<file path="config.mk">
export PLATFORM = sky130hd
export DESIGN_NAME = deadline_timer_queue
export DESIGN_NICKNAME = d
export VERILOG_FILES = /design/src/hw/rtl/dtq_pkg.sv /design/src/hw/rtl/dtq_store.sv /design/src/hw/rtl/deadline_timer_queue.sv
export SDC_FILE = /design/constraint.sdc
export NUM_CORES = 2
export LEC_CHECK = 0
export BUFFER_PORTS_ARGS = -buffer_cell sky130_fd_sc_hd__buf_2
export CAP_MARGIN = 20
export CORE_ASPECT_RATIO = 1.5
export CORE_UTILIZATION = 30
export CTS_CLUSTER_SIZE = 20
export DETAILED_ROUTE_END_ITERATION = 16
export PLACE_DENSITY_LB_ADDON = 0.3
export SKIP_CTS_REPAIR_TIMING = 1
export SLEW_MARGIN = 0
export SYNTH_ARGS = -nofsm -noshare
export SYNTH_HDL_FRONTEND = slang
export SYNTH_SLANG_ARGS = --single-unit
</file>
<file path="constraint.sdc">
create_clock -name i_clk -period 9.73 [get_ports i_clk]
set_clock_uncertainty 0.05 [all_clocks]
set_input_delay 2.4325 -clock i_clk [delete_from_list [all_inputs] [get_ports i_clk]]
set_output_delay 2.4325 -clock i_clk [all_outputs]
set_load 0.05 [all_outputs]
</file>
<file path="src/hw/rtl/dtq_pkg.sv">
// ----------------------------------------------------------------------------
// dtq_pkg
// shared types and codes for the deadline timer queue
// ----------------------------------------------------------------------------
package dtq_pkg;

    localparam int TID_W       = 16;
    localparam int TIME_W      = 64;
    localparam int CNT_W       = 6;
    localparam int MAX_RESULTS = 32;

    // configuration port
    localparam int CFG_ADDR_W = 4;
    localparam int CFG_DATA_W = 64;
    localparam int CFG_SEL_BIT = 3;
    localparam logic REG_IDLE_DELAY = 1'b0;
    localparam logic [TIME_W-1:0] IDLE_DELAY_RST = 64'd100000000;

    // operations
    localparam logic [1:0] OP_INSERT = 2'd0;
    localparam logic [1:0] OP_CANCEL = 2'd1;
    localparam logic [1:0] OP_EXPIRE = 2'd2;
    localparam logic [1:0] OP_QUERY  = 2'd3;

    // result status
    localparam logic [2:0] ST_INSERTED  = 3'd0;
    localparam logic [2:0] ST_FULL      = 3'd1;
    localparam logic [2:0] ST_CANCELLED = 3'd2;
    localparam logic [2:0] ST_NOT_FOUND = 3'd3;
    localparam logic [2:0] ST_EXPIRED   = 3'd4;
    localparam logic [2:0] ST_NONE      = 3'd5;
    localparam logic [2:0] ST_DELAY     = 3'd6;

    typedef struct packed {
        logic [1:0]        op;
        logic [TID_W-1:0]  task_id;
        logic [TIME_W-1:0] deadline;
        logic [TIME_W-1:0] now;
    } t_in_item;

    typedef struct packed {
        logic [2:0]        status;
        logic [TID_W-1:0]  out_task_id;
        logic [TIME_W-1:0] delay;
        logic [CNT_W-1:0]  expired_count;
        logic              last;
    } t_out_item;

endpackage

</file>
<file path="src/hw/rtl/dtq_store.sv">
// ----------------------------------------------------------------------------
// dtq_store
// entry memory: one write port, one read port with registered read data
// ----------------------------------------------------------------------------
module dtq_store #(
    parameter int DEPTH  = 32,
    parameter int ID_W   = 16,
    parameter int TIME_W = 64
) (
    input  logic                     i_clk,
    input  logic                     i_we,
    input  logic [$clog2(DEPTH)-1:0] i_waddr,
    input  logic [TIME_W-1:0]        i_wdl,
    input  logic [ID_W-1:0]          i_wid,
    input  logic [$clog2(DEPTH)-1:0] i_raddr,
    output logic [TIME_W-1:0]        o_rdl,
    output logic [ID_W-1:0]          o_rid
);

    logic [TIME_W-1:0] r_mem_dl [DEPTH];
    logic [ID_W-1:0]   r_mem_id [DEPTH];
    logic [TIME_W-1:0] r_rdl;
    logic [ID_W-1:0]   r_rid;

    always_ff @(posedge i_clk) begin
        if (i_we) begin
            r_mem_dl[i_waddr] <= i_wdl;
            r_mem_id[i_waddr] <= i_wid;
        end
    end

    always_ff @(posedge i_clk) begin
        r_rdl <= r_mem_dl[i_raddr];
        r_rid <= r_mem_id[i_raddr];
    end

    assign o_rdl = r_rdl;
    assign o_rid = r_rid;

endmodule

</file>
<file path="src/hw/rtl/deadline_timer_queue.sv">
// ----------------------------------------------------------------------------
// deadline_timer_queue: sorted timer queue over an entry memory with one write and one read port
// each memory step is a read, a registered read, then one 64-bit compare/subtract;
// the sequencer stays busy after the transfer: insert moves later entries up one slot,
// cancel scans for the id and compacts behind it, expire examines the due entries and
// compacts the rest, query reads the head; a full expire is the slowest operation
// one item at a time, and results wait on output stalls; reset empties the queue, idle_delay 100000000
// ----------------------------------------------------------------------------
module deadline_timer_queue #(
    parameter int DEPTH   = 32,
    parameter int ID_BITS = 16
) (
    input  logic                                i_clk,
    input  logic                                i_rst_n,
    // input item channel
    input  logic                                i_in_valid,
    input  dtq_pkg::t_in_item                   i_in_data,
    output logic                                o_in_stall,
    // result channel
    output logic                                o_out_valid,
    output dtq_pkg::t_out_item                  o_out_data,
    input  logic                                i_out_stall,
    // configuration port
    input  logic                                psel,
    input  logic                                penable,
    input  logic                                pwrite,
    input  logic [dtq_pkg::CFG_ADDR_W-1:0]      paddr,
    input  logic [dtq_pkg::CFG_DATA_W-1:0]      pwdata,
    output logic [dtq_pkg::CFG_DATA_W-1:0]      prdata,
    output logic                                pready
);

    import dtq_pkg::*;

    // stored id width: the input id is only 16 bits wide
    localparam int ID_W = (ID_BITS < TID_W) ? ID_BITS : TID_W;
    localparam int AW   = $clog2(DEPTH);
    localparam int OW   = $clog2(DEPTH + 1);
    localparam int LIM  = (DEPTH < MAX_RESULTS) ? DEPTH : MAX_RESULTS;
    localparam logic [OW-1:0] OCC_FULL = OW'(DEPTH);
    localparam logic [OW-1:0] EXP_LIM  = OW'(LIM);

    // sequencer states
    localparam logic [3:0] S_IDLE    = 4'd0;
    localparam logic [3:0] S_INS_RD  = 4'd1;
    localparam logic [3:0] S_INS_CMP = 4'd2;
    localparam logic [3:0] S_INS_PUT = 4'd3;
    localparam logic [3:0] S_CAN_RD  = 4'd4;
    localparam logic [3:0] S_CAN_CMP = 4'd5;
    localparam logic [3:0] S_SHF_RD  = 4'd6;
    localparam logic [3:0] S_SHF_WR  = 4'd7;
    localparam logic [3:0] S_SHF_END = 4'd8;
    localparam logic [3:0] S_EXP_RD  = 4'd9;
    localparam logic [3:0] S_EXP_CMP = 4'd10;
    localparam logic [3:0] S_EXP_OUT = 4'd11;
    localparam logic [3:0] S_EXP_FIN = 4'd12;
    localparam logic [3:0] S_QRY_RD  = 4'd13;
    localparam logic [3:0] S_QRY_CMP = 4'd14;
    localparam logic [3:0] S_EMIT    = 4'd15;

    function automatic t_out_item mk_res(
        input logic [2:0]        st,
        input logic [TID_W-1:0]  tid,
        input logic [TIME_W-1:0] dly,
        input logic [CNT_W-1:0]  cnt,
        input logic              lst
    );
        t_out_item r;
        r.status        = st;
        r.out_task_id   = tid;
        r.delay         = dly;
        r.expired_count = cnt;
        r.last          = lst;
        return r;
    endfunction

    // control state
    logic [3:0]        r_state, n_state;
    logic [1:0]        r_op, n_op;
    logic [OW-1:0]     r_idx, n_idx;    // walking entry index
    logic [OW-1:0]     r_dist, n_dist;  // compaction distance
    logic [OW-1:0]     r_occ, n_occ;    // entries held
    logic              r_out_valid, n_out_valid;
    logic [TIME_W-1:0] r_idle_delay;

    // payload state
    logic [ID_W-1:0]   r_id, n_id;
    logic [TIME_W-1:0] r_key, n_key;    // deadline for insert, now otherwise
    logic [ID_W-1:0]   r_pend, n_pend;  // due entry waiting to be reported
    logic [ID_W-1:0]   r_nid, n_nid;
    logic              r_due, n_due;
    t_out_item         r_res, n_res;
    t_out_item         r_out;

    // memory port signals
    logic              mem_we;
    logic [AW-1:0]     mem_waddr;
    logic [TIME_W-1:0] mem_wdl;
    logic [ID_W-1:0]   mem_wid;
    logic [AW-1:0]     mem_raddr;
    logic [TIME_W-1:0] rd_dl;
    logic [ID_W-1:0]   rd_id;

    // shared subtract unit
    logic [TIME_W-1:0] sub_a, sub_b;
    logic [TIME_W:0]   sub_diff;
    logic              sub_borrow;

    logic              out_free, out_load;
    t_out_item         out_item;
    logic [OW-1:0]     idx_p1, idx_m1, idx_dst;
    logic              exp_more;
    logic [TID_W-1:0]  in_id_ext;
    logic              cfg_wr;

    dtq_store #(
        .DEPTH (DEPTH),
        .ID_W  (ID_W),
        .TIME_W(TIME_W)
    ) u_store (
        .i_clk  (i_clk),
        .i_we   (mem_we),
        .i_waddr(mem_waddr),
        .i_wdl  (mem_wdl),
        .i_wid  (mem_wid),
        .i_raddr(mem_raddr),
        .o_rdl  (rd_dl),
        .o_rid  (rd_id)
    );

    // query works on deadline minus now, every other compare on key minus deadline;
    // a borrow means the left operand is the smaller one
    assign sub_a      = (r_state == S_QRY_CMP) ? rd_dl : r_key;
    assign sub_b      = (r_state == S_QRY_CMP) ? r_key : rd_dl;
    assign sub_diff   = {1'b0, sub_a} - {1'b0, sub_b};
    assign sub_borrow = sub_diff[TIME_W];

    assign idx_p1   = r_idx + OW'(1);
    assign idx_m1   = r_idx - OW'(1);
    assign idx_dst  = r_idx - r_dist;
    // another candidate exists and the per-item pop limit is not reached
    assign exp_more = (idx_p1 < r_occ) && (idx_p1 < EXP_LIM);

    // output register frees up when empty or when its transfer completes
    assign out_free = !r_out_valid || !i_out_stall;

    assign in_id_ext = TID_W'(i_in_data.task_id[ID_W-1:0]);

    always_comb begin
        n_state     = r_state;
        n_op        = r_op;
        n_idx       = r_idx;
        n_dist      = r_dist;
        n_occ       = r_occ;
        n_id        = r_id;
        n_key       = r_key;
        n_pend      = r_pend;
        n_nid       = r_nid;
        n_due       = r_due;
        n_res       = r_res;
        out_load    = 1'b0;
        out_item    = r_res;
        mem_we      = 1'b0;
        mem_waddr   = r_idx[AW-1:0];
        mem_wdl     = rd_dl;
        mem_wid     = rd_id;
        mem_raddr   = r_idx[AW-1:0];

        unique case (r_state)
            S_IDLE: begin
                if (i_in_valid) begin
                    n_op  = i_in_data.op;
                    n_id  = i_in_data.task_id[ID_W-1:0];
                    n_key = (i_in_data.op == OP_INSERT) ? i_in_data.deadline
                                                        : i_in_data.now;
                    n_idx = '0;
                    unique case (i_in_data.op)
                        OP_INSERT: begin
                            if (r_occ == OCC_FULL) begin
                                n_res   = mk_res(ST_FULL, in_id_ext, '0, '0, 1'b1);
                                n_state = S_EMIT;
                            end else begin
                                // walk down from the top, moving later deadlines up
                                n_idx   = r_occ;
                                n_state = (r_occ == '0) ? S_INS_PUT : S_INS_RD;
                            end
                        end
                        OP_CANCEL: begin
                            if (r_occ == '0) begin
                                n_res   = mk_res(ST_NOT_FOUND, in_id_ext, '0, '0, 1'b1);
                                n_state = S_EMIT;
                            end else begin
                                n_state = S_CAN_RD;
                            end
                        end
                        OP_EXPIRE: begin
                            if (r_occ == '0) begin
                                n_res   = mk_res(ST_NONE, '0, '0, '0, 1'b1);
                                n_state = S_EMIT;
                            end else begin
                                n_state = S_EXP_RD;
                            end
                        end
                        OP_QUERY: begin
                            if (r_occ == '0) begin
                                n_res   = mk_res(ST_DELAY, '0, r_idle_delay, '0, 1'b1);
                                n_state = S_EMIT;
                            end else begin
                                n_state = S_QRY_RD;
                            end
                        end
                        default: n_state = S_IDLE;
                    endcase
                end
            end

            // sorted insert
            S_INS_RD: begin
                mem_raddr = idx_m1[AW-1:0];
                n_state   = S_INS_CMP;
            end
            S_INS_CMP: begin
                mem_raddr = idx_m1[AW-1:0];
                if (sub_borrow) begin
                    // stored deadline is later: move it up one slot
                    mem_we  = 1'b1;
                    n_idx   = idx_m1;
                    n_state = (idx_m1 == '0) ? S_INS_PUT : S_INS_RD;
                end else begin
                    n_state = S_INS_PUT;
                end
            end
            S_INS_PUT: begin
                mem_we  = 1'b1;
                mem_wdl = r_key;
                mem_wid = r_id;
                n_occ   = r_occ + OW'(1);
                n_res   = mk_res(ST_INSERTED, TID_W'(r_id), '0, '0, 1'b1);
                n_state = S_EMIT;
            end

            // cancel search
            S_CAN_RD: begin
                n_state = S_CAN_CMP;
            end
            S_CAN_CMP: begin
                if (rd_id == r_id) begin
                    n_dist  = OW'(1);
                    n_idx   = idx_p1;
                    n_state = (idx_p1 == r_occ) ? S_SHF_END : S_SHF_RD;
                end else if (idx_p1 == r_occ) begin
                    n_res   = mk_res(ST_NOT_FOUND, TID_W'(r_id), '0, '0, 1'b1);
                    n_state = S_EMIT;
                end else begin
                    n_idx   = idx_p1;
                    n_state = S_CAN_RD;
                end
            end

            // compaction: entry at r_idx moves down by r_dist
            S_SHF_RD: begin
                n_state = S_SHF_WR;
            end
            S_SHF_WR: begin
                mem_we    = 1'b1;
                mem_waddr = idx_dst[AW-1:0];
                n_idx     = idx_p1;
                n_state   = (idx_p1 == r_occ) ? S_SHF_END : S_SHF_RD;
            end
            S_SHF_END: begin
                n_occ = r_occ - r_dist;
                if (r_op == OP_CANCEL) begin
                    n_res   = mk_res(ST_CANCELLED, TID_W'(r_id), '0, '0, 1'b1);
                    n_state = S_EMIT;
                end else begin
                    n_state = S_IDLE;
                end
            end

            // expire drain: one entry held back until the next tells if it is last
            S_EXP_RD: begin
                n_state = S_EXP_CMP;
            end
            S_EXP_CMP: begin
                n_due   = !sub_borrow;
                n_nid   = rd_id;
                n_state = S_EXP_OUT;
            end
            S_EXP_OUT: begin
                if (r_idx == '0) begin
                    if (!r_due) begin
                        n_res   = mk_res(ST_NONE, '0, '0, '0, 1'b1);
                        n_state = S_EMIT;
                    end else begin
                        n_pend  = r_nid;
                        n_idx   = idx_p1;
                        n_state = exp_more ? S_EXP_RD : S_EXP_FIN;
                    end
                end else if (out_free) begin
                    out_load = 1'b1;
                    out_item = mk_res(ST_EXPIRED, TID_W'(r_pend), '0,
                                      CNT_W'(r_idx), !r_due);
                    if (r_due) begin
                        n_pend  = r_nid;
                        n_idx   = idx_p1;
                        n_state = exp_more ? S_EXP_RD : S_EXP_FIN;
                    end else begin
                        n_dist  = r_idx;
                        n_state = S_SHF_RD;
                    end
                end
            end
            S_EXP_FIN: begin
                if (out_free) begin
                    out_load = 1'b1;
                    out_item = mk_res(ST_EXPIRED, TID_W'(r_pend), '0,
                                      CNT_W'(r_idx), 1'b1);
                    n_dist   = r_idx;
                    n_state  = (r_idx == r_occ) ? S_SHF_END : S_SHF_RD;
                end
            end

            // query of the head entry
            S_QRY_RD: begin
                mem_raddr = '0;
                n_state   = S_QRY_CMP;
            end
            S_QRY_CMP: begin
                mem_raddr = '0;
                n_res     = mk_res(ST_DELAY, '0,
                                   sub_borrow ? '0 : sub_diff[TIME_W-1:0], '0, 1'b1);
                n_state   = S_EMIT;
            end

            // single result waits for the output register
            S_EMIT: begin
                if (out_free) begin
                    out_load = 1'b1;
                    out_item = r_res;
                    n_state  = S_IDLE;
                end
            end

            default: n_state = S_IDLE;
        endcase
    end

    assign n_out_valid = out_load | (r_out_valid & i_out_stall);

    // control registers
    always_ff @(posedge i_clk) begin
        if (!i_rst_n) begin
            r_state     <= S_IDLE;
            r_op        <= OP_INSERT;
            r_idx       <= '0;
            r_dist      <= '0;
            r_occ       <= '0;
            r_out_valid <= 1'b0;
        end else begin
            r_state     <= n_state;
            r_op        <= n_op;
            r_idx       <= n_idx;
            r_dist      <= n_dist;
            r_occ       <= n_occ;
            r_out_valid <= n_out_valid;
        end
    end

    // payload registers
    always_ff @(posedge i_clk) begin
        r_id   <= n_id;
        r_key  <= n_key;
        r_pend <= n_pend;
        r_nid  <= n_nid;
        r_due  <= n_due;
        r_res  <= n_res;
        if (out_load) begin
            r_out <= out_item;
        end
    end

    // configuration: one 64-bit register at byte address 0
    assign cfg_wr = psel && penable && pwrite && (paddr[CFG_SEL_BIT] == REG_IDLE_DELAY);

    always_ff @(posedge i_clk) begin
        if (!i_rst_n) begin
            r_idle_delay <= IDLE_DELAY_RST;
        end else if (cfg_wr) begin
            r_idle_delay <= pwdata;
        end
    end

    assign prdata = (paddr[CFG_SEL_BIT] == REG_IDLE_DELAY) ? r_idle_delay : '0;
    assign pready = 1'b1;

    // new item only while the sequencer is idle; a result held in the output register does not block it
    assign o_in_stall  = (r_state != S_IDLE);
    assign o_out_valid = r_out_valid;
    assign o_out_data  = r_out;

endmodule

</file>
==> results_dict.tcl <==
set metrics [dict create \
    place_ws_ns 2.63 \
    cts_max_level 5 \
    cp.depth 16 \
    critPathBufInv 2 \
    grt_pass1_vias 70700 \
    ys.flop_type "edfxtp_1" \
    powerDensity_nw_per_um2 376 \
    fp.dieH_um 786 \
    holdWs_ns 0.355 \
    dp_hpwl_um 229000 \
    yosysWarnings 0 \
    instances_no_fill 13500 \
    synth_fa_ha_area_frac 0.0115 \
    antenna_found_initial 43 \
    clk_pin_slew_worst_paths_ns 0.07 \
    leakage_nw 45.8 \
    seq_area_sq_um 88800 \
    wl_um 383000 \
    drtAntennaViolNets 0 \
    clock_path_buffers 4 \
    placementRows 287 \
    synth_top_family_by_area "multiplexers" \
    drt-wirelength-per-cell_um 28.4 \
    hold_end "r_pend[10]" \
    dr_wl_met3_um 23400 \
    synth_edf_count 2846 \
    synth_xor_area_frac 0.0106 \
    fp.dieW_um 525 \
    vias 69600 \
    synth_compound_area_frac 0.0336 \
    core_area_sq_um 408000 \
    worstRegToRegCells 16 \
    min_path_type "flop to flop" \
    async_flop_share 0 \
    finalPower_mw 53.4 \
    seq_area_frac_synth 0.722 \
    routed-wl-met2_um 194000 \
    fmax_mhz 138 \
    drv_cap 0 \
    worst-path-max-fanout 57 \
    syn_area_per_cell_sq_um 16.6 \
    dr.first_iter.drc_count 7380 \
    grt_setup_unrepaired "no" \
    yosys.area_share.simple 0.0805 \
    reg2reg_from "r_state[1]" \
    critical_path_required_ns 10.19 \
    cpMaxStageDelayCell "nor2_4" \
    post-route-period-util 0.744 \
    cp.arrival_ns 7.70 \
    ir_drop_v 0.000544 \
    numCtsBuffers 287 \
    multi_input_area_sq_um 32500 \
    tritoncts "yes" \
    io_pins 378 \
    critPathKind "flop to flop" \
    cts_sinks 3015 \
    insertion_delay_ns 0.91 \
    drive_gt1_frac 0.226 \
    ctsRootBufferMaster "clkbuf_16" \
    slowest_delay_ns 0.85 \
    cp-start-kind "flop" \
    place.gp.congestion 0.862 \
    final_design_area_no_fill_sq_um 142000 \
    synthMuxAreaShare 0.124 \
    synth_area_sq_um 123000 \
    dieArea_sq_um 413000 \
    min_from "r_nid[10]" \
    relSlewSlack 0.236 \
    finalHoldViolCount 0 \
    fillers 38400 \
    status "complete, no violations" \
    worstMarginPinSlew_ns 1.15 \
    drt_first_pass_iters 6 \
    setup.worst_path.end_class "flop" \
    setup_ws_ns 2.49 \
    cp_top_family "simple AND/OR/NAND/NOR gates" \
    ys_ff_latch 3015 \
    worst-r2r-setup-slack_ns 2.49 \
    initial_core_util 0.302 \
    drv_slew 0 \
    final_common_cell "edfxtp_1" \
    placedCellCount 12900 \
    setup_violations 0 \
    crit_chain "nand4b_4, mux2i_1, ha_1, nor4b_1, o311ai_1, o21ai_0, a2111oi_4, or4_1, a211oi_2, buf_4, o41a_4, o211ai_2, o22ai_2, nand2_1, nor2_4, buf_12" \
    worstReg2RegEnd "u_store.r_mem_dl[5][55]" \
    synthToLayoutAreaGrowth_pct 15.5 \
    route.detailed.drc 0 \
    top_layer_used "met5" \
    place_area_sq_um 133000 \
    synthTopCellsByArea "edfxtp_1, mux4_2, nand2_1" \
    final_core_util 0.349 \
    yosysTopAreaCell "edfxtp_1" \
    gr-usage-all-layers 0.181 \
    grt_pass1_wl_um 536000 \
    wl_met1_um 152000 \
    hold_depth 0 \
    nNetsFinal 8133 \
    fin_crit_ns 7.24 \
    gr-total-overflow 0 \
    syn_inst 7408 \
    synth_top_area_frac 0.695 \
    synth_cell_types 102 \
    tns_ns 0 \
    syn-num-nets 7652 \
    final_cell_mix "edfxtp_1, nand2_1, mux4_2, nand3_1, buf_2" \
    grt_max_degree 111 \
    vias_per_cell 5.17 \
    io_buffers 373 \
]
[worst reg2reg max path: cells and delay by family (launching register included)]
family	cells	cell delay (ns)
AOI/OAI and AO/OA	7	1.66
adders and majority gates	1	0.25
buffers and inverters	2	0.77
DFF	1	0.78
muxes	1	0.24
and+or+nand+nor	5	2.98
[how the worst max path moves through the flow]
stage / from / endpoint / slack, ns
after floorplan: r_state[0] / u_store.r_mem_dl[13][0] / 1.10
after global placement: r_state[1] / u_store.r_mem_dl[13][50] / 2.62
after detailed placement: r_state[1] / u_store.r_mem_dl[12][55] / 2.63
after CTS: r_state[1] / u_store.r_mem_dl[12][39] / 2.63
after global routing: r_state[1] / u_store.r_mem_dl[12][39] / 2.41
final: r_state[1] / u_store.r_mem_dl[5][55] / 2.49
[metal layers]
| layer | vias to the layer above | global-route usage |
|---|---|---|
| li1 | 29600 | - |
| met1 | 36700 | 0.228 |
| met2 | 2754 | 0.320 |
| met3 | 586 | 0.0250 |
| met4 | 8 | 0.0603 |
| met5 | - | 0 |
[state kept, by name, indices dropped and copies added (netlist names)]
signal            cells
r_nid                16
u_store.r_mem_id    512
u_store.r_mem_dl   2048
r_key                64
r_state               4
u_store.o_rid        16
r_idle_delay         64
r_occ                 6
r_dist                6
r_due                 1
r_id                 16
r_op                  2
o_out_data           90
u_store.o_rdl        64
r_idx                 6
r_res                83
o_out_valid           1
r_pend               16
[logic make-up after synthesis]
kind of cell               Yosys count
DFF                               3015
and+or+nand+nor                   2224
muxes                              718
AOI/OAI and AO/OA                  648
buffers and inverters              520
xor gates and xnor gates           149
adders and majority gates          133
other                                1
[area by class of cell]
cell class              instances  area share
multi-input cells            3873       0.229
flip-flops and latches       3015       0.625
well taps                    5346      0.0471
inverters                     112     0.00299
repair buffers                600      0.0315
clock inverters               121     0.00817
diodes                         17    0.000299
clock buffers                 387      0.0557
[power by group]
group	leakage (nW)	internal [mW]	switching, mW
combinational	14.3	9.02	15.2
clock	4.42	6.22	4.90
sequential	27.1	17.4	0.675
total	45.8	32.6	20.8
[cell usage after synthesis (all sizes together) (110+ instances only)]
| library cell | count |
|---|---|
| a21oi | 135 |
| buf | 139 |
| clkbuf | 269 |
| dfxtp | 169 |
| edfxtp | 2846 |
| inv | 111 |
| maj3 | 110 |
| mux4 | 640 |
| nand2 | 1210 |
| nand3 | 459 |
| nor2 | 178 |
| nor2b | 126 |
| o21ai | 283 |
Power figures use the tool's default switching activity.
